**config.mk**
```make
export PLATFORM = sky130hd
export DESIGN_NAME = taylor_sine_cosine
export DESIGN_NICKNAME = d
export VERILOG_FILES = /design/src/rtl/tsc_pkg.sv /design/src/rtl/taylor_sine_cosine.sv
export SDC_FILE = /design/constraint.sdc
export NUM_CORES = 2
export LEC_CHECK = 0
export BUFFER_PORTS_ARGS = -buffer_cell sky130_fd_sc_hd__buf_4
export CAP_MARGIN = 20
export CELL_PAD_IN_SITES_DETAIL_PLACEMENT = 0
export CELL_PAD_IN_SITES_GLOBAL_PLACEMENT = 1
export CORE_MARGIN = 1.5
export CORE_UTILIZATION = 46
export CTS_CLUSTER_SIZE = 10
export DETAILED_ROUTE_END_ITERATION = 8
export GPL_TIMING_DRIVEN = 1
export PLACE_DENSITY = 0.73
export RECOVER_POWER = 100
export SLEW_MARGIN = 10
export SYNTH_ARGS = -nofsm -noshare
export SYNTH_HDL_FRONTEND = slang
export SYNTH_SLANG_ARGS = --single-unit
```
**constraint.sdc**
```tcl
create_clock -name clk -period 15.5 [get_ports clk]
set_input_delay 3.1 -clock clk [delete_from_list [all_inputs] [get_ports clk]]
set_output_delay 3.1 -clock clk [all_outputs]
set_load 0.1 [all_outputs]
```
**src/rtl/tsc_pkg.sv**
```systemverilog
// Shared types, constants and helper functions of the Taylor sine/cosine block.
package tsc_pkg;

	localparam int MAX_TERMS = 32;
	localparam int FRAC_BITS = 28;

	localparam int ANGLE_W = 32;
	localparam int RES_W   = 31;
	localparam int N_W     = 7;
	localparam int THR_W   = 29;

	// term magnitude is capped at 2^56
	localparam int MAG_W   = 57;
	// x*x >> FRAC_BITS for |x| <= 2^31
	localparam int X2_W    = 2 * ANGLE_W - 1 - FRAC_BITS;

	// multiplier: X2_W bits times one CHUNK_W slice of a MB_W operand per cycle
	localparam int CHUNK_W = 15;
	localparam int CHUNKS  = 4;
	localparam int MB_W    = CHUNK_W * CHUNKS;
	localparam int ACC_W   = X2_W + MB_W;

	// divider: DIV_DIG quotient bits per cycle over a DIVN_W dividend
	localparam int DIV_DIG   = 4;
	localparam int DIVN_W    = 64;
	localparam int DIV_STEPS = DIVN_W / DIV_DIG;
	localparam int CNT_W     = $clog2(DIV_STEPS);
	localparam int D_W       = $clog2((2 * MAX_TERMS - 2) * (2 * MAX_TERMS - 1) + 1);

	localparam int SUM_W = 64;

	localparam logic [MAG_W-1:0]         TERM_CAP = MAG_W'(1) << (MAG_W - 1);
	localparam logic [MAG_W-1:0]         ONE_FX   = MAG_W'(1) << FRAC_BITS;
	localparam logic signed [SUM_W-1:0]  OUT_MAX  = 64'sd536870912;

	localparam logic [THR_W-1:0] SINE_THR_RST   = 29'd26844;
	localparam logic [THR_W-1:0] COSINE_THR_RST = 29'd27;

	// configuration register indexes
	localparam logic REG_SINE_THR   = 1'b0;
	localparam logic REG_COSINE_THR = 1'b1;

	// function select codes
	localparam logic CMD_SINE   = 1'b0;
	localparam logic CMD_COSINE = 1'b1;

	typedef struct packed {
		logic               cmd;
		logic signed [31:0] angle;
	} arg_t;

	typedef struct packed {
		logic signed [RES_W-1:0] result_value;
		logic [N_W-1:0]          terms_used;
		logic                    limit_hit;
	} res_t;

	// divisor of term n: (2n-2)(2n-1) for sine, (2n-2)(2n-3) for cosine
	function automatic logic [D_W-1:0] term_divisor(input logic [N_W-1:0] n, input logic cos_sel);
		logic [N_W:0]     two_n;
		logic [N_W:0]     a;
		logic [N_W:0]     b;
		logic [2*N_W+1:0] p;
		two_n = {n, 1'b0};
		a = two_n - (N_W+1)'(2);
		b = cos_sel ? two_n - (N_W+1)'(3) : two_n - (N_W+1)'(1);
		p = a * b;
		return p[D_W-1:0];
	endfunction

	// stop rule: cosine stops at or below its threshold, sine strictly below
	function automatic logic term_passes(input logic cos_sel, input logic [MAG_W-1:0] mag,
			input logic [THR_W-1:0] sthr, input logic [THR_W-1:0] cthr);
		logic r;
		if (cos_sel) r = (mag <= MAG_W'(cthr));
		else r = (mag < MAG_W'(sthr));
		return r;
	endfunction

endpackage

```
**src/rtl/taylor_sine_cosine.sv**
```systemverilog
// Top level of the Taylor-series sine/cosine block: sequencer, shared multiplier and divider.
//
// Usage:
//   arg channel (arg_valid/arg_ready/arg) carries one item: cmd (0 sine, 1 cosine) and a
//   signed angle with 28 fraction bits. res channel (res_valid/res_ready/res) returns the
//   saturated sum, the number of terms summed and a flag set when the term limit ends the
//   series. Stop thresholds are written over the APB port: sine at 0x0, cosine at 0x4.
// Timing:
//   One item is worked at a time; arg_ready is high only while the sequencer is idle.
//   The square of the angle is formed on the multiplier, followed by a setup state; every
//   further term takes a multiply (one 15-bit slice per cycle), a divide (4 quotient
//   bits per cycle) and an accumulate step. The result is registered once the sequencer
//   is in S_FIN and the output register is free; the next item is then taken in the idle state.
//   At most 32 terms are summed.
// Reset and stalls:
//   arst_n clears the sequencer and the output valid flag and loads the reset thresholds.
//   A finished result waits in the output register; the sequencer may take and work the
//   next item meanwhile and holds its own result until the register is free.
module taylor_sine_cosine
	import tsc_pkg::*;
(
	input  logic        clk,
	input  logic        arst_n,
	input  logic        arg_valid,
	output logic        arg_ready,
	input  arg_t        arg,
	output logic        res_valid,
	input  logic        res_ready,
	output res_t        res,
	input  logic        psel,
	input  logic        penable,
	input  logic        pwrite,
	input  logic [2:0]  paddr,
	input  logic [31:0] pwdata,
	output logic [31:0] prdata,
	output logic        pready
);

	typedef enum logic [6:0] {
		S_IDLE   = 7'b0000001,
		S_SQUARE = 7'b0000010,
		S_INIT   = 7'b0000100,
		S_MUL    = 7'b0001000,
		S_DIV    = 7'b0010000,
		S_ACC    = 7'b0100000,
		S_FIN    = 7'b1000000
	} state_t;

	state_t state_q;

	logic [THR_W-1:0] sthr_q;
	logic [THR_W-1:0] cthr_q;

	logic              cos_q;
	logic              neg_x_q;
	logic [ANGLE_W-1:0] m_q;
	logic [X2_W-1:0]   x2_q;
	logic              neg_t_q;
	logic signed [SUM_W-1:0] sum_q;
	logic [N_W-1:0]    n_q;
	logic              done_q;
	logic [D_W-1:0]    d_q;
	logic [CNT_W-1:0]  cnt_q;

	logic [X2_W-1:0]   mul_a_q;
	logic [MB_W-1:0]   mul_b_q;
	logic [ACC_W-1:0]  acc_q;
	logic [DIVN_W-1:0] div_q;
	logic [D_W-1:0]    rem_q;

	logic              res_valid_q;
	res_t              res_q;

	// APB register access
	logic cfg_wr;
	assign cfg_wr = psel && penable && pwrite;
	assign pready = 1'b1;
	assign prdata = (paddr[2] == REG_COSINE_THR) ? 32'(cthr_q) : 32'(sthr_q);

	always_ff @(posedge clk or negedge arst_n) begin
		if (!arst_n) begin
			sthr_q <= SINE_THR_RST;
			cthr_q <= COSINE_THR_RST;
		end else if (cfg_wr) begin
			if (paddr[2] == REG_SINE_THR) sthr_q <= pwdata[THR_W-1:0];
			else cthr_q <= pwdata[THR_W-1:0];
		end
	end

	// input decode: magnitude of the angle
	logic [ANGLE_W-1:0] raw;
	logic [ANGLE_W-1:0] m_in;
	assign raw  = arg.angle;
	assign m_in = raw[ANGLE_W-1] ? (~raw + ANGLE_W'(1)) : raw;

	// shared multiplier: one slice of operand B per cycle, MSB slice first
	logic [X2_W+CHUNK_W-1:0] prod;
	logic [ACC_W-1:0]        acc_next;
	assign prod     = mul_a_q * mul_b_q[MB_W-1 -: CHUNK_W];
	assign acc_next = (acc_q << CHUNK_W) + ACC_W'(prod);

	// shared divider: DIV_DIG restoring steps per cycle, dividend taken from the
	// accumulator on the first cycle
	logic [DIVN_W-1:0]  div_src;
	logic [D_W-1:0]     rem_next;
	logic [DIV_DIG-1:0] qdig;
	logic [D_W:0]       trial;
	assign div_src = (cnt_q == '0) ? acc_q[FRAC_BITS +: DIVN_W] : div_q;

	always_comb begin
		rem_next = rem_q;
		qdig     = '0;
		trial    = '0;
		for (int i = 0; i < DIV_DIG; i++) begin
			trial = {rem_next, div_src[DIVN_W-1-i]};
			if (trial >= {1'b0, d_q}) begin
				trial = trial - {1'b0, d_q};
				qdig[DIV_DIG-1-i] = 1'b1;
			end
			rem_next = trial[D_W-1:0];
		end
	end

	// first term and new term magnitude
	logic [MAG_W-1:0] mag_first;
	logic             neg_first;
	logic [MAG_W-1:0] mag_new;
	logic             first_pass;
	logic             new_pass;
	assign mag_first  = (cos_q == CMD_COSINE) ? ONE_FX : MAG_W'(m_q);
	assign neg_first  = (cos_q == CMD_COSINE) ? 1'b0 : neg_x_q;
	assign mag_new    = (div_q > DIVN_W'(TERM_CAP)) ? TERM_CAP : div_q[MAG_W-1:0];
	assign first_pass = term_passes(cos_q, mag_first, sthr_q, cthr_q);
	assign new_pass   = term_passes(cos_q, mag_new, sthr_q, cthr_q);

	// final saturation
	logic signed [SUM_W-1:0] sum_sat;
	assign sum_sat = (sum_q > OUT_MAX) ? OUT_MAX : ((sum_q < -OUT_MAX) ? -OUT_MAX : sum_q);

	logic fin_load;
	assign fin_load  = (state_q == S_FIN) && (!res_valid_q || res_ready);
	assign arg_ready = (state_q == S_IDLE);

	// sequencer
	always_ff @(posedge clk or negedge arst_n) begin
		if (!arst_n) begin
			state_q <= S_IDLE;
			cnt_q   <= '0;
		end else begin
			case (state_q)
				S_IDLE: begin
					if (arg_valid) begin
						state_q <= S_SQUARE;
						cnt_q   <= '0;
					end
				end
				S_SQUARE: begin
					cnt_q <= cnt_q + CNT_W'(1);
					if (cnt_q == CNT_W'(CHUNKS - 1)) state_q <= S_INIT;
				end
				S_INIT: begin
					cnt_q   <= '0;
					state_q <= first_pass ? S_FIN : S_MUL;
				end
				S_MUL: begin
					if (cnt_q == CNT_W'(CHUNKS - 1)) begin
						cnt_q   <= '0;
						state_q <= S_DIV;
					end else begin
						cnt_q <= cnt_q + CNT_W'(1);
					end
				end
				S_DIV: begin
					cnt_q <= cnt_q + CNT_W'(1);
					if (cnt_q == CNT_W'(DIV_STEPS - 1)) state_q <= S_ACC;
				end
				S_ACC: begin
					cnt_q <= '0;
					// stop on a small term or once the last allowed term is summed
					if (new_pass || n_q == N_W'(MAX_TERMS - 1)) state_q <= S_FIN;
					else state_q <= S_MUL;
				end
				S_FIN: begin
					if (fin_load) state_q <= S_IDLE;
				end
				default: state_q <= S_IDLE;
			endcase
		end
	end

	// datapath registers
	always_ff @(posedge clk) begin
		case (state_q)
			S_IDLE: begin
				if (arg_valid) begin
					cos_q   <= arg.cmd;
					neg_x_q <= raw[ANGLE_W-1];
					m_q     <= m_in;
					mul_a_q <= X2_W'(m_in);
					mul_b_q <= MB_W'(m_in);
					acc_q   <= '0;
				end
			end
			S_SQUARE, S_MUL: begin
				acc_q   <= acc_next;
				mul_b_q <= mul_b_q << CHUNK_W;
				rem_q   <= '0;
			end
			S_INIT: begin
				x2_q    <= acc_q[FRAC_BITS +: X2_W];
				neg_t_q <= neg_first;
				sum_q   <= neg_first ? -$signed(SUM_W'(mag_first)) : $signed(SUM_W'(mag_first));
				n_q     <= N_W'(1);
				done_q  <= first_pass;
				d_q     <= term_divisor(N_W'(2), cos_q);
				mul_a_q <= acc_q[FRAC_BITS +: X2_W];
				mul_b_q <= MB_W'(mag_first);
				acc_q   <= '0;
			end
			S_DIV: begin
				div_q <= {div_src[DIVN_W-DIV_DIG-1:0], qdig};
				rem_q <= rem_next;
			end
			S_ACC: begin
				neg_t_q <= !neg_t_q;
				sum_q   <= (!neg_t_q) ? sum_q - $signed(SUM_W'(mag_new))
						: sum_q + $signed(SUM_W'(mag_new));
				done_q  <= new_pass;
				n_q     <= n_q + N_W'(1);
				d_q     <= term_divisor(n_q + N_W'(2), cos_q);
				mul_a_q <= x2_q;
				mul_b_q <= MB_W'(mag_new);
				acc_q   <= '0;
			end
			default: begin
			end
		endcase
	end

	// output register
	always_ff @(posedge clk or negedge arst_n) begin
		if (!arst_n) begin
			res_valid_q <= 1'b0;
		end else if (fin_load) begin
			res_valid_q <= 1'b1;
		end else if (res_ready) begin
			res_valid_q <= 1'b0;
		end
	end

	always_ff @(posedge clk) begin
		if (fin_load) begin
			res_q.result_value <= sum_sat[RES_W-1:0];
			res_q.terms_used   <= n_q;
			res_q.limit_hit    <= !done_q;
		end
	end

	assign res_valid = res_valid_q;
	assign res       = res_q;

`ifndef SYNTHESIS
	a_terms_range: assert property (@(posedge clk) disable iff (!arst_n)
		res_valid |-> (res.terms_used >= N_W'(1)) && (res.terms_used <= N_W'(MAX_TERMS)))
		else $error("terms_used out of range");
	a_limit_full: assert property (@(posedge clk) disable iff (!arst_n)
		res_valid && res.limit_hit |-> res.terms_used == N_W'(MAX_TERMS))
		else $error("limit flag set before the term limit");
	a_accept_start: assert property (@(posedge clk) disable iff (!arst_n)
		arg_valid && arg_ready |=> state_q == S_SQUARE)
		else $error("accepted item did not start the square");
	a_rem_below_d: assert property (@(posedge clk) disable iff (!arst_n)
		state_q == S_DIV |-> rem_q < d_q)
		else $error("divider remainder not below divisor");
`endif

endmodule
```
==> results.json <==
{
  "cts_root_buffer": "clkbuf_16",
  "clkTransAtPathRegs_ns": 0.06,
  "slowest_delay_ns": 1.15,
  "drive_above_1_share": 0.0670,
  "drt_iter0_markers": 3606,
  "timing.rr.start": "n_q[0]",
  "fp.dieArea_um2": 116000,
  "period_share": 0.791,
  "layout_common_cells": "nand2_1 (677), inv_1 (633), fa_1 (489), edfxtp_1 (454), ha_1 (386)",
  "port_buffers": 139,
  "insertion_delay_ns": 0.65,
  "fin_cells": 6967,
  "finalSetupViolations": 0,
  "critical_path_class": "flip-flop to flip-flop",
  "grt_max_degree": 86,
  "yosys.area_share.simple": 0.158,
  "ys_seq_elements": 524,
  "cts_resized": 0,
  "cpMaxStageDelayCell": "mux2i_1",
  "place_inst": 6866,
  "setup_tns_ns": 0,
  "min_to": "sthr_q[25]",
  "reg2reg_depth": 36,
  "grt_usage": 0.285,
  "synth_top_family_by_area": "adder cells",
  "synth_mux_area_frac": 0.0327,
  "core_um2": 112000,
  "clk_path_buf_depth": 3,
  "max_slew_margin": -2.04,
  "synth_fa_ha_area_frac": 0.280,
  "drc": 0,
  "synth_area_leaders": "edfxtp_1 (26%), fa_1 (19%), ha_1 (9.2%), nand2_1 (4.9%), inv_1 (4.6%)",
  "avgSynthCellArea_um2": 9.62,
  "status": "finished with violations",
  "rows": 123,
  "drt_first_pass_iters": 5,
  "cp_max_fo": 20,
  "cts_tree": "built",
  "finalCriticalPeriod_ns": 12.26,
  "holdPathStages": 1,
  "violations": "max-capacitance violations, max-slew violations",
  "cts_htree_levels": 3,
  "synth_compound_area_frac": 0.121,
  "cts_setup_buffers": 0,
  "synthArstFlopShare": 0.134,
  "dr_total_vias": 40700,
  "endpoint_kind": "flip-flop",
  "cts_sinks": 524,
  "synth-edff-count": 454,
  "worst-endpoint-required_ns": 15.82,
  "synth_top_area_share": 0.261,
  "initial_core_util": 0.464,
  "final_common_cell": "nand2_1",
  "drv_slew": 1169,
  "grt_pass1_vias": 40900,
  "critPathLaunchType": "flip-flop",
  "grt_pass1_wl_um": 253000,
  "syn_inst": 5430,
  "seq_area_frac_synth": 0.295,
  "worst_pin_slew_ns": 4.56,
  "cts_buffers": 66,
  "maxCapViolations": 27,
  "synth_warnings": 0,
  "netlist_area_um2": 52200,
  "ios": 149,
  "finalHoldViolCount": 0,
  "wl_per_cell_um": 23.4,
  "ant_nets": 0,
  "finalNetCount": 6384,
  "synth.distinct_cells": 97,
  "die_w_um": 340,
  "synth-xor-area-share": 0.0481,
  "area_delta_synth_final_pct": 7.62,
  "worstHoldStart": "sthr_q[25]",
  "synthFlopType": "edfxtp_1",
  "hpwl_um": 125000,
  "hold_path_class": "flip-flop to flip-flop",
  "gp_congestion": 0.935,
  "rr_endpoint": "rem_q[9]",
  "fmax_mhz": 81.6,
  "grt-ovfl-total": 0,
  "via_per_inst": 5.84,
  "cts_hold_buffers": 0,
  "setup.reg_to_reg.worst_slack_ns": 3.24,
  "wl_um": 163000,
  "die_height_um": 340,
  "rsz0062_at_grt": "no",
  "antenna_found_initial": 4,
  "netlist.top_cell.by_area": "edfxtp_1",
  "critPathArrivalTime_ns": 12.57,
  "finClkSkew_ns": 0.0265
}
[registers in the layout, indices dropped and copies added, names as in the netlist, 4 cells and up]
signal,count
mul_a_q,35
rem_q,12
div_q,64
x2_q,35
n_q,7
m_q,32
state_q,7
d_q,10
cthr_q,29
acc_q,92
sthr_q,29
res,39
cnt_q,4
mul_b_q,60
sum_q,64
[cells by family after synthesis]
family / count (synthesis)
simple gates: 1722
compound gates: 970
buf+inv: 897
fa+ha+maj: 875
flops: 524
xor+xnor: 287
mux: 153
other cells: 2
[routing by layer]
metal,up-vias,share of wire,global-route usage
li1,18500,-,-
met1,20400,0.44,0.402
met2,1466,0.46,0.450
met3,269,0.066,0.0346
met4,0,0.041,0.109
met5,-,0,0
[cell usage after synthesis (72+ instances only)]
cell type / n
ha_1: 386
nand2_1: 677
mux2_2: 128
nand4_1: 72
o21ai_0: 213
a21oi_1: 255
nand3_1: 78
a21o_1: 106
inv_1: 633
and2_1: 213
xnor2_1: 167
fa_1: 489
nor2_1: 324
clkbuf_1: 236
edfxtp_1: 454
xor2_1: 120
[layout make-up]
cell class | instances | area, µm²
clock inverters | 16 | 258
clock buffers | 81 | 1760
diodes | 4 | 10.0
fillers | 10600 | 56300
inverters | 636 | 2390
repair buffers | 195 | 1090
well taps | 1500 | 1880
multi-input cells | 4011 | 33400
flip-flops and latches | 524 | 15400
[stage by stage]
| step | setup WS, ns | instance area (µm²) | hold slack [ns] | util |
|---|---|---|---|---|
| finish | 3.24 | 56200 | 0.501 | 0.499 |
| global route | 2.26 | 56200 | 0.511 | 0.499 |
| CTS | 5.27 | 56700 | 0.504 | 0.504 |
| detailed placement | 5.33 | 54700 | 0.493 | 0.486 |
| global placement | 5.32 | 54700 | 0.488 | 0.486 |
| floorplan | 6.64 | 52200 | 0.424 | - |
[worst max path at each step]
stage,start,to,slack (ns),cells after the start
floorplan,n_q[0],rem_q[10],6.64,40
global placement,n_q[0],rem_q[10],5.32,35
detailed placement,n_q[0],rem_q[11],5.33,35
CTS,n_q[0],rem_q[9],5.27,35
global route,n_q[0],rem_q[3],2.26,36
finish,n_q[0],rem_q[9],3.24,36
[worst max-delay path: cells and delay by family (launching register included)]
kind / cells / cell delay (ns)
fa+ha+maj: 4 / 1.60
mux: 5 / 2.49
flops: 1 / 0.32
buf+inv: 3 / 1.49
simple gates: 6 / 0.90
compound gates: 18 / 5.12
Power is not shown: default switching activity piles up to over one toggle a cycle in this logic, so the estimate is an artifact.
